`config.mk`:
```
export PLATFORM = sky130hd
export DESIGN_NAME = bbi_front
export DESIGN_NICKNAME = d
export VERILOG_FILES = /design/src/sv/bbi_pkg.sv /design/src/sv/bbi_front.sv
export SDC_FILE = /design/constraint.sdc
export NUM_CORES = 2
export LEC_CHECK = 0
export BUFFER_PORTS_ARGS = -buffer_cell sky130_fd_sc_hd__buf_2
export CORE_MARGIN = 3
export CORE_UTILIZATION = 58
export DETAILED_ROUTE_END_ITERATION = 7
export GPL_ROUTABILITY_DRIVEN = 1
export HOLD_SLACK_MARGIN = 0.02
export PLACE_DENSITY = 0.81
export SLEW_MARGIN = 10
export SYNTH_ARGS = -nofsm -noshare
export SYNTH_HDL_FRONTEND = slang
export SYNTH_SLANG_ARGS = --single-unit
```
`constraint.sdc`:
```
create_clock -name clk_i -period 15.4 [get_ports clk_i]
set_input_delay 3.08 -clock clk_i [delete_from_list [all_inputs] [get_ports clk_i]]
set_output_delay 3.08 -clock clk_i [all_outputs]
set_load 0.005 [all_outputs]
```
`src/sv/bbi_pkg.sv`:
```
// shared types, constants and defaults of the b-spline interpolator
`default_nettype none
package bbi_pkg;

  localparam int KNOT_STORE_DEPTH_DEF = 8192;
  localparam int FRACTION_BITS_DEF    = 12;

  localparam int COORD_W   = 16;
  localparam int SCALE_W   = 24;
  localparam int XCNT_W    = 8;
  localparam int YCNT_W    = 7;
  localparam int IDX_W     = 13;
  localparam int KNOT_W    = 16;
  localparam int OUT_W     = 24;
  localparam int CFG_IDX_W = 3;
  localparam int CFG_W     = 24;

  // saturated bin width and position of the bin in the scaled coordinate
  localparam int BIN_W     = 8;
  localparam int BIN_SHIFT = 27;

  localparam int QUEUE_DEPTH = 4;

  // queued word without its two fractions
  localparam int JOB_FIXED_W = 1 + IDX_W + KNOT_W + 1 + 2 * BIN_W;

  localparam logic [COORD_W-1:0] ORIGIN_X_RST    = 16'd3840;
  localparam logic [COORD_W-1:0] ORIGIN_Y_RST    = 16'd3840;
  localparam logic [SCALE_W-1:0] X_SCALE_RST     = 24'd206540;
  localparam logic [SCALE_W-1:0] Y_SCALE_RST     = 24'd209715;
  localparam logic [XCNT_W-1:0]  X_KNOT_CNT_RST  = 8'd65;
  localparam logic [YCNT_W-1:0]  Y_KNOT_CNT_RST  = 7'd24;

  typedef enum logic {
    KIND_WRITE = 1'b0,
    KIND_QUERY = 1'b1
  } kind_e;

  typedef enum logic [CFG_IDX_W-1:0] {
    CFG_ORIGIN_X   = 3'd0,
    CFG_ORIGIN_Y   = 3'd1,
    CFG_X_SCALE    = 3'd2,
    CFG_Y_SCALE    = 3'd3,
    CFG_X_KNOT_CNT = 3'd4,
    CFG_Y_KNOT_CNT = 3'd5
  } cfg_idx_e;

  typedef enum logic [2:0] {
    BK_IDLE,
    BK_WEIGH,
    BK_RUN,
    BK_DRAIN,
    BK_DONE
  } back_state_e;

endpackage
`default_nettype wire

```
`src/sv/bbi_front.sv`:
```
// front end: takes words, scales points into bins and fractions, feeds the queue
`default_nettype none
module bbi_front #(
  parameter int FRACTION_BITS = bbi_pkg::FRACTION_BITS_DEF
) (
  input  wire logic                                  clk_i,
  input  wire logic                                  rst_ni,
  input  wire logic                                  in_valid_i,
  output logic                                       in_stall_o,
  input  wire logic                                  kind_i,
  input  wire logic [bbi_pkg::IDX_W-1:0]             knot_index_i,
  input  wire logic signed [bbi_pkg::KNOT_W-1:0]     knot_value_i,
  input  wire logic [bbi_pkg::COORD_W-1:0]           point_x_i,
  input  wire logic [bbi_pkg::COORD_W-1:0]           point_y_i,
  input  wire logic [bbi_pkg::COORD_W-1:0]           origin_x_i,
  input  wire logic [bbi_pkg::COORD_W-1:0]           origin_y_i,
  input  wire logic [bbi_pkg::SCALE_W-1:0]           x_scale_i,
  input  wire logic [bbi_pkg::SCALE_W-1:0]           y_scale_i,
  input  wire logic [bbi_pkg::XCNT_W-1:0]            x_cnt_i,
  input  wire logic [bbi_pkg::YCNT_W-1:0]            y_cnt_i,
  input  wire logic                                  full_i,
  output logic                                       push_o,
  output logic [bbi_pkg::JOB_FIXED_W+2*FRACTION_BITS-1:0] job_o
);
  import bbi_pkg::*;

  localparam int F      = FRACTION_BITS;
  localparam int PROD_W = COORD_W + SCALE_W;
  localparam int RAW_W  = PROD_W - BIN_SHIFT;

  logic                      s_valid_q, s_valid_d;
  logic                      s_kind_q;
  logic [IDX_W-1:0]          s_idx_q;
  logic signed [KNOT_W-1:0]  s_val_q;
  logic [COORD_W-1:0]        s_px_q, s_py_q;
  logic                      accept;

  logic [COORD_W-1:0]        dx, dy;
  logic [PROD_W-1:0]         prod_x, prod_y;
  logic [BIN_W-1:0]          x_last, y_last, bx, by;
  logic [F-1:0]              fx, fy;
  logic                      xzero;

  assign in_stall_o = s_valid_q && full_i;
  assign accept     = in_valid_i && !in_stall_o;
  assign push_o     = s_valid_q && !full_i;
  assign s_valid_d  = accept || (s_valid_q && full_i);

  always_ff @(posedge clk_i or negedge rst_ni) begin
    if (!rst_ni) begin
      s_valid_q <= 1'b0;
    end else begin
      s_valid_q <= s_valid_d;
    end
  end

  always_ff @(posedge clk_i) begin
    if (accept) begin
      s_kind_q <= kind_i;
      s_idx_q  <= knot_index_i;
      s_val_q  <= knot_value_i;
      s_px_q   <= point_x_i;
      s_py_q   <= point_y_i;
    end
  end

  // offset from origin, clamped at zero, then scaled into bin space
  always_comb begin
    dx     = (s_px_q > origin_x_i) ? s_px_q - origin_x_i : '0;
    dy     = (s_py_q > origin_y_i) ? s_py_q - origin_y_i : '0;
    prod_x = PROD_W'(dx) * PROD_W'(x_scale_i);
    prod_y = PROD_W'(dy) * PROD_W'(y_scale_i);
    xzero  = (x_cnt_i == '0);
    x_last = BIN_W'(x_cnt_i) - BIN_W'(1);
    y_last = BIN_W'(y_cnt_i) + BIN_W'(2);
    if (prod_x[PROD_W-1:BIN_SHIFT] > RAW_W'(x_last)) begin
      bx = x_last;
      fx = '1;
    end else begin
      bx = BIN_W'(prod_x[PROD_W-1:BIN_SHIFT]);
      fx = prod_x[BIN_SHIFT-1 -: F];
    end
    if (prod_y[PROD_W-1:BIN_SHIFT] > RAW_W'(y_last)) begin
      by = y_last;
      fy = '1;
    end else begin
      by = BIN_W'(prod_y[PROD_W-1:BIN_SHIFT]);
      fy = prod_y[BIN_SHIFT-1 -: F];
    end
  end

  assign job_o = {s_kind_q, s_idx_q, s_val_q, xzero, bx, fx, by, fy};

endmodule
`default_nettype wire

```
; Word level (Yosys, flattened, before mapping)
; Cells that the tools add are included.
[classes]
n_reduce_logical = 7
order_cmp = 4
muxes = 6
mul = 2
addsub = 4
[ops]
columns = cell, count
row1 = $mul 16x24->40, 2
row2 = $gt 16x16->1, 2
row3 = $mux 16, 2
row4 = $sub 16x16->16, 2
row5 = $gt 13x8->1, 2
row6 = $mux 12, 2
row7 = $mux 8, 2
row8 = $add 7x2->8 const B, 1
row9 = $logic_not 8->1, 1
row10 = $sub 8x1->8 const B, 1
row11 = $logic_and 1x1->1, 3
row12 = $logic_not 1->1, 2
row13 = $logic_or 1x1->1, 1
[word_totals]
reg_bits = 63
output_inout_bits = 73
input_bits = 161

; Logic depth before layout (Yosys ltp)
[logic_depth]
word_depth = 5
mapped_depth = 46
ltp_nobuf = 43

; Worst setup path before layout
; OpenSTA, ideal clock, no wires.
[synth_timing]
path_kind = input-to-output
from = input origin_y_i[0] (netlist bit)
to = output job_o[13] (netlist bit)
cell_stages = 40
arrival_time_ns = 12.913
n_path_buf = 2
path_slack_ns = -0.593
path_cell_list = ha_1 -> fa_1 -> nor2b_1 -> o31a_1 -> o211ai_1 -> and2_1 -> a41o_1 -> clkbuf_1 -> nor3_1 -> clkbuf_1 -> nand2_1 -> fa_1 -> fa_1 -> fa_1 -> inv_1 -> fa_1 -> fa_1 -> inv_1 -> (+4 left out) -> a31oi_1 -> o211ai_1 -> o2bb2ai_1 -> a211oi_1 -> a21oi_1 -> a21o_1 -> xor2_1 -> ha_1 -> nor2b_1 -> o21a_1 -> o21a_1 -> o211ai_1 -> a211oi_1 -> or4_1 -> a31o_2 -> nor4_1 -> nand3_1 -> mux2_2
[synth_between]
elab_chain_cells = 5
elab_cells_between_ends = 6
[synth_lines]
columns = item, line
row1 = from (decl), bbi_front.sv:16  ; input wire logic [bbi_pkg::COORD_W-1:0] origin_y_i,
row2 = $sub 16x16->16 or $gt 16x16->1 (tied branches), bbi_front.sv:70  ; dy = (s_py_q > origin_y_i) ? s_py_q - origin_y_i : '0;
row3 = $mux 16 (*), bbi_front.sv:70
row4 = $mul 16x24->40 (*), bbi_front.sv:72  ; prod_y = PROD_W'(dy) * PROD_W'(y_scale_i);
row5 = $gt 13x8->1, bbi_front.sv:83  ; if (prod_y[PROD_W-1:BIN_SHIFT] > RAW_W'(y_last)) begin
row6 = $mux 8 (*), bbi_front.sv:83
row7 = to (decl), bbi_front.sv:23  ; output logic [bbi_pkg::JOB_FIXED_W+2*FRACTION_BITS-1:0] job_o
; Mark *: on every way between the ends. The rest lies on a longest branch, timed or not.

; Worst setup path in the final report
[layout_timing]
from = input origin_x_i[1] (netlist bit)
to = output job_o[24] (netlist bit)
[layout_between]
elab_chain_cells = 5
elab_cells_between_ends = 6
[layout_lines]
columns = item, line
row1 = from (decl), bbi_front.sv:15  ; input wire logic [bbi_pkg::COORD_W-1:0] origin_x_i,
row2 = $sub 16x16->16 or $gt 16x16->1 (tied branches), bbi_front.sv:69  ; dx = (s_px_q > origin_x_i) ? s_px_q - origin_x_i : '0;
row3 = $mux 16 (*), bbi_front.sv:69
row4 = $mul 16x24->40 (*), bbi_front.sv:71  ; prod_x = PROD_W'(dx) * PROD_W'(x_scale_i);
row5 = $gt 13x8->1, bbi_front.sv:76  ; if (prod_x[PROD_W-1:BIN_SHIFT] > RAW_W'(x_last)) begin
row6 = $mux 12 (*), bbi_front.sv:76
; Marks and branches as above.

==> impl_metrics.toml <==
[sta]
timing.final.ws_setup_ns = -1.31
setup_violations = 40
finalCritPeriodShare_pct = 108
fmax_mhz = 59.9
rsz0062_at_grt = "yes"
min_period_ns = 16.71
relSlewSlack_pct = 36.9
skew_ns = 0.0102
hold_viol_final = 0
slew_violations = 0
worst_pin_slew_ns = 0.940

[grt]
grt_pass1_wl_um = 152000
grt_pass1_vias = 30000
gr-usage-all-layers_pct = 35.5
antenna_found_initial = 7
grt_max_degree = 33
gr-total-overflow = 0

[layout]
area_growth_pct = 30.3
final_cell_area_mm2 = 0.0387
multiInputGateArea_mm2 = 0.0264
regArea_mm2 = 0.00189
drive_above_1_share_pct = 29.5
num-nets-final = 5109
fillCellCount = 2842

[logic_synthesis]
synthDistinctLibCells = 82
syn_area_mm2 = 0.0297
ys_warn_count = 0
syn_nets = 4448
ys_seq_area_share_pct = 6.36
ys_seq_elements = 63
synthFlopType = "edfxtp_1"
synth_cells = 3406
synth-edff-count = 62
synth_async_sr_flop_share_pct = 1.59
syn_area_per_cell_um2 = 8.72

[worst_setup_path]
crit_fanout = 8
worst_setup_path_end_kind = "primary output"
cp.required_ns = 12.32
cp_slowest_cell = "fa_1"
cp.arrival_ns = 13.63
crit_type = "primary input to primary output"
cp_slowest_stage_delay_ns = 0.72
start_kind = "primary input"
worst_path_most_repeated_cell = "fa_1"
reg2reg_depth = 3

[routing]
wirelength_um = 109000
route.detailed.drc = 33
firstDrtPassIters = 8
initialDrtViolationCount = 3667
via_per_inst = 6.16
vias = 29300
avgRoutedWirePerCell_um = 22.9
ant_nets = 0

[place]
dp_hpwl_um = 70900
preCtsSetupSlack_ns = -1.04
io_buffers = 233
gp_congestion = 0.972
dpl_cell_area_mm2 = 0.0348

[clocking]
clk_pin_slew_ns = 0.05
h-tree-depth = 3
cts.path.max_buffers = 2
cts-buffers-inserted = 9
cts_root_buffer = "clkbuf_16"
clk_latency_ns = 0.33
cts_tree = "yes"
cts_sinks = 63

[floorplan]
die_x_um = 232
core.rowCount = 82
die_area_mm2 = 0.0539
io_pins = 234
initial_utilization_pct = 58.9
die_y_um = 232
coreArea_mm2 = 0.0504

[run]
maxCapViolCount = 0

[hold_path]
holdPathStages = 2
hold_path_class = "flop to flop"

[status]
violations = "design-rule violations, negative setup slack"
status = "finished with violations"
-- Yosys cell counts (15+ instances only) --
cell type  number  share of area [%]
inv_1         745                9.4
nor3_1         18               0.30
o21bai_1       21               0.53
o21ai_0        50               0.84
xnor2_1        55                1.6
and2_1        242                5.1
and3_1         64                1.3
nand3_1       117                2.0
a31oi_1        15               0.32
edfxtp_1       62                6.3
xor2_1         28               0.83
nor2_1        111                1.4
nor3b_1        15               0.38
nand2_1       426                5.4
clkbuf_1      158                2.0
a21o_1         51                1.3
ha_1          269                 11
nand4_1        37               0.78
a21oi_1        94                1.6
nand2b_1       24               0.51
fa_1          612                 41
-- metrics by stage --
step | instances | util [%] | hold slack (ns) | setup TNS, ns
3_5_place_dp | 4580 | 69.2 | 0.677 | -33.03
5_1_grt | 4748 | 76.8 | 0.755 | -54.97
3_3_place_gp | 4580 | 69.2 | 0.672 | -21.38
6_report | 4750 | 76.8 | 0.694 | -39.06
2_1_floorplan | 3406 | - | 0.602 | -0.00123
4_1_cts | 4686 | 74.0 | 0.696 | -11.37
-- timing repair --
action                                  CTS  global route
setup buffers                            83            56
cloned                                    9             3
hold buffers                              0             0
gates resized for setup                 283           221
pin swaps                               137           140
endpoints found under the setup margin   40            40
-- critical path: cells and delay by family --
kind,cells,cell delay [ns]
buffers and inverters,11,1.50
xor gates and xnor gates,1,0.17
adders and majority gates,9,4.10
and+or+nand+nor,11,2.42
AOI/OAI and AO/OA,11,2.33
-- per-layer routing --
layer | wire length [um] | global-route usage (%) | up-vias | part of all wire [%]
met2 | 49700 | 58.3 | 2441 | 46
met1 | 35900 | 45.0 | 14100 | 33
met5 | 108 | 0 | - | 0.099
li1 | - | - | 11800 | -
met3 | 14800 | 7.40 | 847 | 14
met4 | 8500 | 16.7 | 4 | 7.8
-- cells in the final DEF (no fill, tap or decap), types with 27 or more instances in the layout --
master and instances:
buf_12 32, a21o_1 51, nor2_1 80, fa_1 590
inv_2 42, buf_2 215, nand4_1 37, buf_4 476
ha_1 223, nand3_1 104, buf_6 76, o21ai_0 27
and3_1 57, edfxtp_1 62, a21oi_1 55, xnor2_1 46
and2_1 230, ha_4 42, a21oi_2 32, inv_1 703
nand2_1 407
-- layout make-up --
class,instances,area share (%)
multi-input cells,2431,68.2
diodes,7,0.0453
clock buffers,10,0.592
inverters,745,7.23
flip-flops and latches,63,4.88
repair buffers,817,16.8
well taps,672,2.17
clock inverters,5,0.0679
-- registers in the layout, indices dropped and copies added, names as in the netlist --
name / flops
s_py_q: 16
s_valid_q: 1
s_val_q: 16
s_idx_q: 13
s_px_q: 16
s_kind_q: 1
-- cell families (layout without fill, tap and decap cells) --
| logic type | Yosys count | count (layout) | synth area share [%] |
|---|---|---|---|
| AND/OR/NAND/NOR | 1109 | 1110 | 18.6 |
| AO/OA/AOI/OAI | 338 | 338 | 7.72 |
| XOR/XNOR | 83 | 83 | 2.45 |
| buffers and inverters | 913 | 1577 | 11.6 |
| adder cells (fa/ha/maj) | 881 | 881 | 52.6 |
| multiplexers | 19 | 19 | 0.674 |
| flip-flops | 63 | 63 | 6.36 |
| other | 0 | 7 | 0 |
-- path summary, 6_finish.rpt --
path / endpoint / slack [ns] / start
setup / recovery: job_o[24] / -1.31 / origin_x_i[1]
hold / removal: s_valid_q$_DFF_PN0_ / 0.69 / s_valid_q$_DFF_PN0_
setup reg to reg: s_val_q[8]$_DFFE_PP_ / 13.35 / s_valid_q$_DFF_PN0_
hold reg to reg: s_valid_q$_DFF_PN0_ / 0.69 / s_valid_q$_DFF_PN0_
max in group asynchronous: s_valid_q$_DFF_PN0_ / 12.79 / rst_ni
min in group asynchronous: s_valid_q$_DFF_PN0_ / 2.52 / rst_ni
Power is left out: the tool's default activity adds up to more than one toggle a clock period on the data nets, which glitch-free logic cannot reach.
