$ cat config.mk
export PLATFORM = sky130hd
export DESIGN_NAME = bbi_fifo
export DESIGN_NICKNAME = d
export VERILOG_FILES = /design/src/sv/bbi_pkg.sv /design/src/sv/bbi_fifo.sv
export SDC_FILE = /design/constraint.sdc
export NUM_CORES = 1
export LEC_CHECK = 0
export BUFFER_PORTS_ARGS = -buffer_cell sky130_fd_sc_hd__buf_2
export CORE_MARGIN = 4
export CORE_UTILIZATION = 50
export DETAILED_ROUTE_END_ITERATION = 10
export PLACE_DENSITY = 0.84
export SYNTH_ARGS = -nofsm -noshare
export SYNTH_HDL_FRONTEND = slang
export SYNTH_SLANG_ARGS = --single-unit
$ cat constraint.sdc
create_clock -name clk_i -period 1.25 [get_ports clk_i]
set_input_delay 0.0625 -clock clk_i [delete_from_list [all_inputs] [get_ports clk_i]]
set_output_delay 0.0625 -clock clk_i [all_outputs]
set_load 0.005 [all_outputs]
$ cat src/sv/bbi_pkg.sv
// shared types, constants and defaults of the b-spline interpolator
`default_nettype none
package bbi_pkg;

  localparam int KNOT_STORE_DEPTH_DEF = 8192;
  localparam int FRACTION_BITS_DEF    = 12;

  localparam int COORD_W   = 16;
  localparam int SCALE_W   = 24;
  localparam int XCNT_W    = 8;
  localparam int YCNT_W    = 7;
  localparam int IDX_W     = 13;
  localparam int KNOT_W    = 16;
  localparam int OUT_W     = 24;
  localparam int CFG_IDX_W = 3;
  localparam int CFG_W     = 24;

  // saturated bin width and position of the bin in the scaled coordinate
  localparam int BIN_W     = 8;
  localparam int BIN_SHIFT = 27;

  localparam int QUEUE_DEPTH = 4;

  // queued word without its two fractions
  localparam int JOB_FIXED_W = 1 + IDX_W + KNOT_W + 1 + 2 * BIN_W;

  localparam logic [COORD_W-1:0] ORIGIN_X_RST    = 16'd3840;
  localparam logic [COORD_W-1:0] ORIGIN_Y_RST    = 16'd3840;
  localparam logic [SCALE_W-1:0] X_SCALE_RST     = 24'd206540;
  localparam logic [SCALE_W-1:0] Y_SCALE_RST     = 24'd209715;
  localparam logic [XCNT_W-1:0]  X_KNOT_CNT_RST  = 8'd65;
  localparam logic [YCNT_W-1:0]  Y_KNOT_CNT_RST  = 7'd24;

  typedef enum logic {
    KIND_WRITE = 1'b0,
    KIND_QUERY = 1'b1
  } kind_e;

  typedef enum logic [CFG_IDX_W-1:0] {
    CFG_ORIGIN_X   = 3'd0,
    CFG_ORIGIN_Y   = 3'd1,
    CFG_X_SCALE    = 3'd2,
    CFG_Y_SCALE    = 3'd3,
    CFG_X_KNOT_CNT = 3'd4,
    CFG_Y_KNOT_CNT = 3'd5
  } cfg_idx_e;

  typedef enum logic [2:0] {
    BK_IDLE,
    BK_WEIGH,
    BK_RUN,
    BK_DRAIN,
    BK_DONE
  } back_state_e;

endpackage
`default_nettype wire

$ cat src/sv/bbi_fifo.sv
// short queue between front and back
`default_nettype none
module bbi_fifo #(
  parameter int WIDTH = 8,
  parameter int DEPTH = bbi_pkg::QUEUE_DEPTH
) (
  input  wire logic             clk_i,
  input  wire logic             rst_ni,
  input  wire logic             push_i,
  input  wire logic [WIDTH-1:0] data_i,
  output logic                  full_o,
  input  wire logic             pop_i,
  output logic [WIDTH-1:0]      data_o,
  output logic                  empty_o
);

  localparam int PW = (DEPTH > 1) ? $clog2(DEPTH) : 1;
  localparam int CW = $clog2(DEPTH + 1);

  logic [WIDTH-1:0] slot_q [DEPTH];
  logic [PW-1:0]    wr_ptr_q, wr_ptr_d, rd_ptr_q, rd_ptr_d;
  logic [CW-1:0]    cnt_q, cnt_d;

  assign full_o  = (cnt_q == CW'(DEPTH));
  assign empty_o = (cnt_q == '0);
  assign data_o  = slot_q[rd_ptr_q];

  always_comb begin
    wr_ptr_d = wr_ptr_q;
    rd_ptr_d = rd_ptr_q;
    cnt_d    = cnt_q;
    if (push_i) begin
      wr_ptr_d = (wr_ptr_q == PW'(DEPTH - 1)) ? '0 : wr_ptr_q + PW'(1);
    end
    if (pop_i) begin
      rd_ptr_d = (rd_ptr_q == PW'(DEPTH - 1)) ? '0 : rd_ptr_q + PW'(1);
    end
    if (push_i && !pop_i) begin
      cnt_d = cnt_q + CW'(1);
    end else if (pop_i && !push_i) begin
      cnt_d = cnt_q - CW'(1);
    end
  end

  always_ff @(posedge clk_i or negedge rst_ni) begin
    if (!rst_ni) begin
      wr_ptr_q <= '0;
      rd_ptr_q <= '0;
      cnt_q    <= '0;
    end else begin
      wr_ptr_q <= wr_ptr_d;
      rd_ptr_q <= rd_ptr_d;
      cnt_q    <= cnt_d;
    end
  end

  always_ff @(posedge clk_i) begin
    if (push_i) begin
      slot_q[wr_ptr_q] <= data_i;
    end
  end

endmodule
`default_nettype wire

==> Yosys cells after proc, flatten, opt, wreduce, memory -nomap -nowiden <==
Memories as Yosys holds them, arrays and structs flattened.
Index checks and enable logic that the tools add are counted.
{ "totals": {"n_memories": 1, "ramBits": 32, "reg_bits": 7} }
{ "classes": {"n_eq_ne": 3, "n_mux": 6, "n_addsub": 4, "n_reduce_logical": 6} }
{ "mem_list": {"columns": ["name", "words", "width", "rd", "rd_clocked_by_memory_dff", "write_ports", "line", "rtl"], "rows": [
  ["slot_q", 4, 8, 1, 0, 1, "bbi_fifo.sv:20", "logic [WIDTH-1:0] slot_q [DEPTH];"]
]} }
{ "op_table": {"columns": ["op", "count"], "rows": [
  ["$mux 3", 2],
  ["$add 2x1->2 const B", 2],
  ["$eq 2x2->1 const B", 2],
  ["$mux 2", 2],
  ["$add 3x1->3 const B", 1],
  ["$eq 3x3->1 const B", 1],
  ["$logic_not 3->1", 1],
  ["$sub 3x1->3 const B", 1],
  ["$logic_and 1x1->1", 2],
  ["$logic_not 1->1", 2],
  ["$mux 1", 2],
  ["$reduce_bool 2->1", 1]
]} }

==> Logic depth before layout (Yosys ltp) <==
Gate-level depths: netlist (run 1).
{ "logic_depth": {"depth_word": 4, "depth_mapped": 7, "ltp_nobuf": 7} }

==> Worst setup path after synthesis (run 1) <==
No wires, ideal clock.
{ "synth_timing": {"path_kind": "register to register", "from": "reg cnt_q[0]", "to": "reg cnt_q[2]", "slack_ps": -45, "period_less_slack_ps": 1295, "setup_ps": 79, "t_required_ps": 1171, "path_stages_with_launch": 5, "arrival_time_ps": 1216, "path_cell_list": "dfrtp_1 > fa_1 > xor2_1 > nor2_1 > xor2_1"} }
{ "synth_between": {"elab_chain_len": 3, "elab_cells_between_ends": 4} }
{ "synth_lines": {"columns": ["item", "line", "rtl"], "rows": [
  ["start: declaration", "bbi_fifo.sv:22", "logic [CW-1:0] cnt_q, cnt_d;"],
  ["start signal: assignment", "bbi_fifo.sv:53", "cnt_q <= cnt_d;"],
  ["$sub 3x1->3", "bbi_fifo.sv:41", "cnt_d = cnt_q - CW'(1);"],
  ["$mux 3", "bbi_fifo.sv:40", "end else if (pop_i && !push_i) begin"],
  ["$mux 3 *", "bbi_fifo.sv:38", "if (push_i && !pop_i) begin"]
]} }
Every way passes the cells marked *; elsewhere a longest branch is shown, timed or not. The select of a mux whose other input is x is not followed.
A chain may end at the register's enable or synchronous reset.

==> Final worst setup path (run 1) <==
{ "layout_timing": {"from": "reg rd_ptr_q[0]", "to": "out data_o[6]"} }
{ "layout_between": {"elab_chain_len": 1} }
{ "layout_lines": {"columns": ["item", "line", "rtl"], "rows": [
  ["start: declaration", "bbi_fifo.sv:21", "logic [PW-1:0] wr_ptr_q, wr_ptr_d, rd_ptr_q, rd_ptr_d;"],
  ["start signal: assignment", "bbi_fifo.sv:52", "rd_ptr_q <= rd_ptr_d;"],
  ["$mem_v2 4x8", null, null],
  ["end: declaration", "bbi_fifo.sv:13", "output logic [WIDTH-1:0] data_o,"]
]} }
Every way passes these cells.

==> summary.md, run 1 <==
| Metric | Value |
|---|---|
| Status | `finished with violations` |
| Failing checks | `setup timing` |
| Final worst slack | `-353 ps` |
| RSZ-0062 raised after global routing | `true` |
| Yosys top cell area share | `0.612` |
| First-pass GRT wire length | `4510 µm` |
| Post-Synthesis Cells | `79` |
| DP HPWL | `1800 µm` |
| Post-route DRC | `0` |
| Synth top area cells | `edfxtp_1, mux4_2, dfrtp_1` |
| Arr. time, crit path | `1540 ps` |
| Via density per instance | `5.02` |
| Leading area contributor after synthesis | `edfxtp_1` |
| Sum of negative setup slack | `-2720 ps` |
| Worst setup EP type | `output port` |
| EDFF count, synth | `32` |
| Grt ovf | `0` |
| GRT Util Overall | `0.152` |
| Fraction of synthesized area in multiplexers | `0.136` |
| Die Y | `about 64 µm` |
| CP max stage delay | `500 ps` |
| Crit-path cells | `buf_12, mux4_2, buf_2` |
| Slew margin rel. | `0.846` |
| Share of cells above drive strength 1 | `0.477` |
| # diodes | `0` |
| Antenna violations before repair | `0` |
| Top-count cell post-synth | `edfxtp_1` |
| Clock Path Buffers | `2` |
| Die width | `64.0 µm` |
| Syn Nets | `just under 100` |
| Worst-Skew Late Latency | `340 ps` |
| Overall power | `~4.4 mW` |
| Die area | `roughly 4000 µm²` |
| Vias in the first global route | `940` |
| Core area | `3030 µm²` |
| DRT iter0 DRCs | `40` |
| Synth Area in XOR/XNOR | `0.0167` |
| Final Non-Filler Cells | `172` |
| Pre-CTS setup slack | `-89.5 ps` |
| Nets | `146` |
| Power per cell area | `between 2000 and 2500 nW/µm²` |
| Post-synthesis sequential area ratio | `0.724` |
| Via count | `863` |
| Final worst path period share | `1.28` |
| Mapped cell area | `1570 µm²` |
| PortBufs | `21` |
| CTS clock-pin slew for the worst setup and hold paths | `110 ps` |
| Final Max Tran Viols | `0` |
| Post-synth top cells | `edfxtp_1, mux4_2, dfrtp_1, ha_1, inv_1` |
| Initial Util | `0.519` |
| Yosys warning count | `0` |
| Number of placement rows | `20` |
| Synth unique cells | `18` |
| CTS Root Cell | `clkbuf_4` |
| TritonRoute pass-1 iters | `4` |
| I/O pin cnt | `22` |
| CP max stage cell | `mux4_2` |
| Largest family of logic cells by synthesized area | `multiplexers` |
| Post-Synth Adder-Cell Area | `0.0606` |
| Compound-gate portion of the synthesized area | `0.00637` |
| Fmax | `624 MHz` |
| Asr flop ratio synth | `0.179` |
| CP required | `between 1000 and 1500 ps` |
| Post-Route WL | `2590 µm` |
| Cell count after placement | `~160` |
| GPL Wtd Cong | `0.715` |
| Final ANT Viol Nets | `0` |
| CP max FO | `8` |
| Final setup vio count | `10` |
| Crit Path Class | `flip-flop to output port` |
| Average cell area after synthesis | `a little under 20 µm²` |
| Worst hold-check path type | `input port to flip-flop` |
| Largest net degree at the start of global routing | `13` |
| Hold Vio Cnt, Final | `0` |
| Most used DFF post-synth | `edfxtp_1` |
| MaxCap Viol Count | `0` |
| Max H-tree Level | `2` |
| CTS tree | `built` |
| Area Overhead vs Synth | `31.5%` |
| Worst slew pin tran | `231 ps` |
| LEAKAGE | `around 0.8 nW` |
| Simple-gate share of the synthesized area | `0.0343` |
| Number of CTS-inserted buffers | `5` |
| Clock Sinks | `39` |
| Final min period | `between 1500 and 2000 ps` |
| Peak VDD IR | `0.00121 V` |
| Clock Skew | `5.59 ps` |
| Seq cells post-synth | `39` |
| Critical Path Start Type | `flip-flop` |
| Avg WL per Cell | `~15 µm` |
logic make-up after synthesis:
logic type / after synthesis
flops: 39
mux: 11
simple gates: 10
buf+inv: 7
fa+ha+maj: 7
xor+xnor: 3
compound gates: 2
routing by layer:
layer	track usage	wire length, µm
met1	0.170	1020
met2	0.262	1400
met3	0.0439	128
met4	0.0728	48
met5	0	0
repair_timing:
item,CTS,global route
resized for setup,5,6
endpoints found under the hold margin,39,0
pin swaps,3,0
buffers inserted,1,1
hold buffers,9,0
endpoints found under the setup margin,27,36
critical path, delay by kind of cell, from the launching register on:
family   cells  cell delay, ps
mux          1             500
flops        1             410
buf+inv      2             290
placed cells by master, fill, tap and decap left out, types with 5 or more instances in the layout:
cell type / n
mux4_2: 8
buf_4: 9
edfxtp_1: 32
clkbuf_4: 5
dfrtp_1: 7
dlygate4sd3_1: 9
buf_2: 20
ha_1: 5
registers in the layout (all words and copies together) (netlist names):
| name | cells |
|---|---|
| cnt_q | 3 |
| rd_ptr_q | 2 |
| slot_q | 32 |
| wr_ptr_q | 2 |
per-stage QoR:
stage / util / cell area, µm² / hold slack (ps)
2_1_floorplan: - / 1570 / -233
3_3_place_gp: 0.616 / 1860 / -99.3
3_5_place_dp: 0.616 / 1860 / -91.7
4_1_cts: 0.687 / 2080 / 36.6
5_1_grt: 0.682 / 2060 / 53.0
6_report: 0.682 / 2060 / 62.6
power by group:
group          leakage (nW)  total, mW  internal [mW]  switching (mW)
sequential            0.377       1.87           1.71           0.165
clock                0.0525       1.02          0.624           0.400
combinational         0.374       1.50          0.907           0.589
total                 0.804       4.39           3.24            1.15
worst paths after layout:
check / startpoint / endpoint / slack (ps) / cells past startpoint
max in group asynchronous: rst_ni / wr_ptr_q[1] / 1020 / 2
setup / recovery: rd_ptr_q[0] / data_o[6] / -350 / 3
hold reg to reg: cnt_q[2] / cnt_q[2] / 520 / 1
setup reg to reg: cnt_q[1] / cnt_q[2] / -20 / 4
min in group asynchronous: rst_ni / cnt_q[0] / 70 / 2
hold / removal: push_i / wr_ptr_q[1] / 60 / 3
final cells by class:
type	instances	area [µm²]
Sequential cell	39	1140
Fill cell	213	963
Multi-Input combinational cell	33	422
Timing Repair Buffer	43	332
Clock inverter	2	60.1
Tap cell	44	55.1
Clock buffer	6	41.3
Inverter	5	18.8
Power figures use the tool's default switching activity.
==> run 2: changes to the inputs <==
Settings changed: CORE_UTILIZATION 50 to 59, PLACE_DENSITY 0.84 to 0.92.
Clock period 1.25 ns to 2 ns, I/O delays scaled along.
==> run 2 against run 1 <==
The run now ends clean; worst hold slack worse by 26 ps; clock skew up 6.1 ps; largest cell class unchanged; largest power group unchanged; combinational power down 58%; power down 49%; sequential cell count unchanged; clock power down 63%; final cell count down 16%; sequential power down 34%; first-iteration DRC count down 23%.
==> summary.md, run 2 (same netlist as run 1, synthesis figures left out) <==
| Metric | Value |
|---|---|
| Status | `finished clean` |
| GPL Wtd Cong | `roughly 0.66` |
| LEAKAGE | `0.698 nW` |
| Commonest non-fill, non-tap cell in the layout | `edfxtp_1` |
| PortBufs | `21` |
| DP HPWL | `approximately 1800 µm` |
| Final worst slack | `297 ps` |
| WHS Endpoint | `wr_ptr_q[1]` |
| CTS tree | `built` |
| Worst slew pin tran | `449 ps` |
| MaxCap Viol Count | `0` |
| Leading registers by flop count | `slot_q x32, cnt_q x3` |
| DRT iter0 DRCs | `31` |
| Post-CTS setup buffers | `0` |
| Die Y | `59.6 µm` |
| Share of cells above drive strength 1 | `0.339` |
| Hold path depth | `2` |
| # diodes | `0` |
| Worst setup EP type | `output port` |
| RR Endpoint | `slot_q[0][6]` |
| Post-Route WL | `2620 µm` |
| Die width | `59.6 µm` |
| CP max stage cell | `dfrtp_2` |
| Via count | `~820` |
| Post-route DRC | `0` |
| Critical Path Start Type | `flip-flop` |
| Number of placement rows | `18` |
| Clock Skew | `11.7 ps` |
| Core area | `between 2000 and 2500 µm²` |
| Most frequent cells in the layout | `edfxtp_1, buf_2, dlygate4sd3_1` |
| Final setup vio count | `0` |
| Sum of negative setup slack | `0 ps` |
| Slew margin rel. | `0.701` |
| Worst hold-check path type | `input port to flip-flop` |
| Clock Path Buffers | `2` |
| CTS clock-pin slew for the worst setup and hold paths | `roughly 100 ps` |
| CP max FO | `11` |
| Final worst path period share | `0.851` |
| Peak VDD IR | `0.000903 V` |
| Arr. time, crit path | `around 1600 ps` |
| Clock Sinks | `39` |
| GRT Util Overall | `0.178` |
| CP bufs+invs | `1` |
| I/O pin cnt | `22` |
| CTS Root Cell | `clkbuf_4` |
| First-pass GRT wire length | `4330 µm` |
| Power per cell area | `approximately 1200 nW/µm²` |
| Largest net degree at the start of global routing | `12` |
| Pre-CTS setup slack | `434 ps` |
| CP required | `1900 ps` |
| Number of CTS-inserted buffers | `5` |
| Area Overhead vs Synth | `17.1%` |
| Hold Vio Cnt, Final | `0` |
| Final Core Density | `0.735` |
| Grt ovf | `0` |
| Crit Path Class | `flip-flop to output port` |
| Final ANT Viol Nets | `0` |
| Reg2Reg Launch Point | `wr_ptr_q[0]` |
| Final Max Tran Viols | `0` |
| TritonRoute pass-1 iters | `4` |
| Final min period | `1700 ps` |
| Hold Startpoint | `push_i` |
| Largest Register | `slot_q` |
| Antenna violations before repair | `0` |
| Avg WL per Cell | `18.0 µm` |
| Vias in the first global route | `~890` |
| Max reg flops | `32` |
| Nets | `133` |
| Via density per instance | `5.63` |
| Worst-Skew Late Latency | `350 ps` |
| Crit-path cells | `mux4_2, buf_2` |
| Reg2Reg Depth | `3` |
| RSZ-0062 raised after global routing | `false` |
| Cell family with most CP delay | `flip-flops` |
| Die area | `approximately 3600 µm²` |
| CP max stage delay | `570 ps` |
| Worst reg-to-reg setup slack | `580 ps` |
| Max H-tree Level | `2` |
| Fmax | `587 MHz` |
| Initial Util | `0.628` |
## run 2: how the worst max path moves through the flow
stage                            from         to  cells after the start
after floorplan              cnt_q[0]   cnt_q[2]                      4
after global placement    rd_ptr_q[0]  data_o[0]                      2
after detailed placement  rd_ptr_q[0]  data_o[7]                      2
after CTS                 rd_ptr_q[0]  data_o[7]                      2
after global routing      rd_ptr_q[0]  data_o[7]                      2
final                     rd_ptr_q[0]  data_o[7]                      2
## run 2: where the power goes
| part | internal [mW] | total, mW | switching (mW) |
|---|---|---|---|
| Clock | 0.137 | 0.376 | 0.239 |
| Combinational | 0.371 | 0.624 | 0.252 |
| Sequential | 1.07 | 1.24 | 0.173 |
## run 2: repair_timing
item                       CTS  global route
hold endpoints to repair    39             0
gates resized for setup      0             1
setup endpoints to repair    0             8
hold buffers                 9             0
## run 2: metrics by stage
| step | instance area [µm²] | power [mW] | std cells | hold slack (ps) |
|---|---|---|---|---|
| 2_1_floorplan | 1570 | 1.66 | 79 | -196 |
| 3_3_place_gp | 1700 | 1.83 | 128 | -62.5 |
| 3_5_place_dp | 1700 | 1.90 | 128 | -61.6 |
| 4_1_cts | 1840 | 2.28 | 145 | 21.6 |
| 5_1_grt | 1840 | 2.41 | 145 | 25.1 |
| 6_report | 1840 | 2.24 | 145 | 36.2 |
## run 2: area by class of cell
| cell class | instances | area [µm²] |
|---|---|---|
| flip-flops and latches | 39 | 1140 |
| fillers | 158 | 662 |
| multi-input cells | 33 | 399 |
| repair buffers | 30 | 195 |
| clock buffers | 7 | 45.0 |
| well taps | 30 | 37.5 |
| inverters | 5 | 18.8 |
| clock inverters | 1 | 5.00 |
## run 2: layer usage
layer | up-vias | GRT usage | wire length [µm] | part of all wire
met2 | 24 | 0.295 | 1430 | 0.55
met5 | - | 0 | 0 | 0
met1 | 414 | 0.212 | 997 | 0.38
li1 | 370 | - | - | -
met3 | 8 | 0.0588 | 130 | 0.050
met4 | 0 | 0.0759 | 54 | 0.021
==> run 3: changes to the inputs <==
Settings changed: CORE_UTILIZATION 59 to 45, PLACE_DENSITY 0.92 to 0.75.
==> run 3 against run 2 <==
Setup slack got worse by 6.3 ps; final cell count rose by 11%; core utilization fell by 17 points; combinational power fell by 2%; clock-buffer cell count fell by 2; critical path depth did not move.
==> summary.md, run 3 (same netlist as run 1, synthesis figures left out) <==
| Metric | Value |
|---|---|
| Final setup vio count | `0` |
| Arr. time, crit path | `around 1600 ps` |
| Worst reg-to-reg setup slack | `around 610 ps` |
| Hold Vio Cnt, Final | `0` |
| Met1 Use GR | `0.143` |
| Peak VDD IR | `0.000566 V` |
| Number of CTS-inserted buffers | `5` |
| Area of the multi-input gates | `399 µm²` |
| CP max stage delay | `570 ps` |
| Sum of negative setup slack | `0 ps` |
| Area Overhead vs Synth | `20.0%` |
| Initial Util | `0.467` |
| Hold WS | `36.9 ps` |
| Final min period | `1710 ps` |
| DRT iter0 DRCs | `26` |
| Core area | `3360 µm²` |
| Worst setup EP type | `output port` |
| Fmax | `585 MHz` |
| Slew margin rel. | `0.717` |
| Cell count after placement | `144` |
| CP max FO | `11` |
| Psw | `651 µW` |
| Post-Route WL | `2420 µm` |
| CTS Root Cell | `clkbuf_4` |
| Final Non-Filler Cells | `161` |
| MaxCap Viol Count | `0` |
| Int Power | `approximately 1.7 mW` |
| Flop pwr share | `0.526` |
| Sw Share | `0.277` |
| Comb pwr share | `0.262` |
| CP max stage cell | `dfrtp_2` |
| Number of placement rows | `21` |
| Share of cells above drive strength 1 | `0.348` |
| Storage cell area | `1140 µm²` |
| Clock power frac | `0.212` |
| DP HPWL | `1670 µm` |
| Clock Path Buffers | `2` |
| TritonRoute pass-1 iters | `4` |
| Grt ovf | `0` |
| Worst hold-check path type | `input port to flip-flop` |
| Reg2Reg Depth | `4` |
| Nets | `133` |
| Max H-tree Level | `2` |
| CTS tree | `built` |
| Crit Path Class | `flip-flop to output port` |
| GRT Util Overall | `0.130` |
| Final worst path period share | `0.854` |
| PortBufs | `21` |
| Via density per instance | `4.89` |
| Reg2Reg Launch Point | `cnt_q[0]` |
| Leading registers by flop count | `slot_q x32, cnt_q x3` |
| Met2 usage | `0.201` |
| Clock Skew | `10.8 ps` |
| Critical Path Sink | `data_o[2]` |
| Clock Sinks | `39` |
| Die width | `about 67 µm` |
| Final worst slack | `291 ps` |
| Die area | `about 4500 µm²` |
| RR Endpoint | `cnt_q[2]` |
| Worst slew pin tran | `roughly 420 ps` |
| First-pass GRT wire length | `3850 µm` |
| Fillers | `285` |
| Avg WL per Cell | `15.0 µm` |
| Power per cell area | `1240 nW/µm²` |
| RSZ-0062 raised after global routing | `false` |
| GPL Wtd Cong | `0.635` |
| Max reg flops | `32` |
| Most frequent cells in the layout | `edfxtp_1, buf_2, dlygate4sd3_1` |
| Status | `finished clean` |
| Largest net degree at the start of global routing | `13` |
| # diodes | `0` |
| CP required | `1900 ps` |
| Via count | `788` |
| Vias in the first global route | `799` |
| Pre-CTS setup slack | `440 ps` |
| LEAKAGE | `0.712 nW` |
| CP startpoint | `rd_ptr_q[0]` |
| Critical Path Start Type | `flip-flop` |
| Antenna violations before repair | `0` |
| Die Y | `roughly 67 µm` |
| Largest Register | `slot_q` |
| Final Max Tran Viols | `0` |
| Commonest non-fill, non-tap cell in the layout | `edfxtp_1` |
| I/O pin cnt | `22` |
| Worst-Skew Late Latency | `about 340 ps` |
| Crit-path cells | `mux4_2, buf_2` |
| CTS clock-pin slew for the worst setup and hold paths | `roughly 100 ps` |
| Most used routing layer | `met2` |
| Final ANT Viol Nets | `0` |
| Met3 usage | `0.0607` |
| Post-route DRC | `0` |
run 3: layer usage:
metal | vias to the layer above | wire (µm)
li1 | 374 | -
met1 | 384 | 1040
met2 | 25 | 1170
met3 | 5 | 151
met4 | 0 | 69
met5 | - | 0
run 3: how the worst min path moves through the flow:
stage,start,depth (start not counted),end,slack [ps]
5_1_grt,push_i,2,wr_ptr_q[0],10
4_1_cts,push_i,2,wr_ptr_q[0],20
6_report,push_i,2,wr_ptr_q[0],40
2_1_floorplan,rst_ni,0,cnt_q[0],-200
3_3_place_gp,rst_ni,1,cnt_q[2],-60
3_5_place_dp,rst_ni,1,cnt_q[0],-50
run 3: area by class of cell:
type                       instances  area share
clock buffer                       5      0.0199
clock inverter                     3      0.0206
inverter                           5     0.00996
multi-input combinational         33       0.212
sequential                        39       0.604
tap                               46      0.0305
timing repair buffer              30       0.104
run 3: repair_timing:
item / in CTS / in global routing
resized for setup: 0 / 1
hold buffers: 9 / 0
setup endpoints to repair: 0 / 8
endpoints found under the hold margin: 39 / 0
setup buffers: 0 / 0
run 3: stage by stage:
step	area [µm²]	total power, mW	util
floorplan	1570	1.66	-
global placement	1720	1.84	0.510
detailed placement	1720	1.87	0.510
CTS	1880	2.39	0.560
global route	1880	2.51	0.560
finish	1880	2.35	0.560
run 3: power by group through the flow:
| stage | Sequential (mW) | Combinational, mW | Clock, mW |
|---|---|---|---|
| 2_1_floorplan | 1.15 | 0.507 | 0 |
| 3_3_place_gp | 1.24 | 0.593 | 0 |
| 3_5_place_dp | 1.26 | 0.612 | 0 |
| 4_1_cts | 1.24 | 0.627 | 0.517 |
| 5_1_grt | 1.27 | 0.686 | 0.557 |
| 6_report | 1.23 | 0.613 | 0.497 |
run 3: critical path, delay by kind of cell (launching register included):
family                 cells  cell delay (ps)
buffers and inverters      1              140
DFF                        1              570
muxes                      1              550
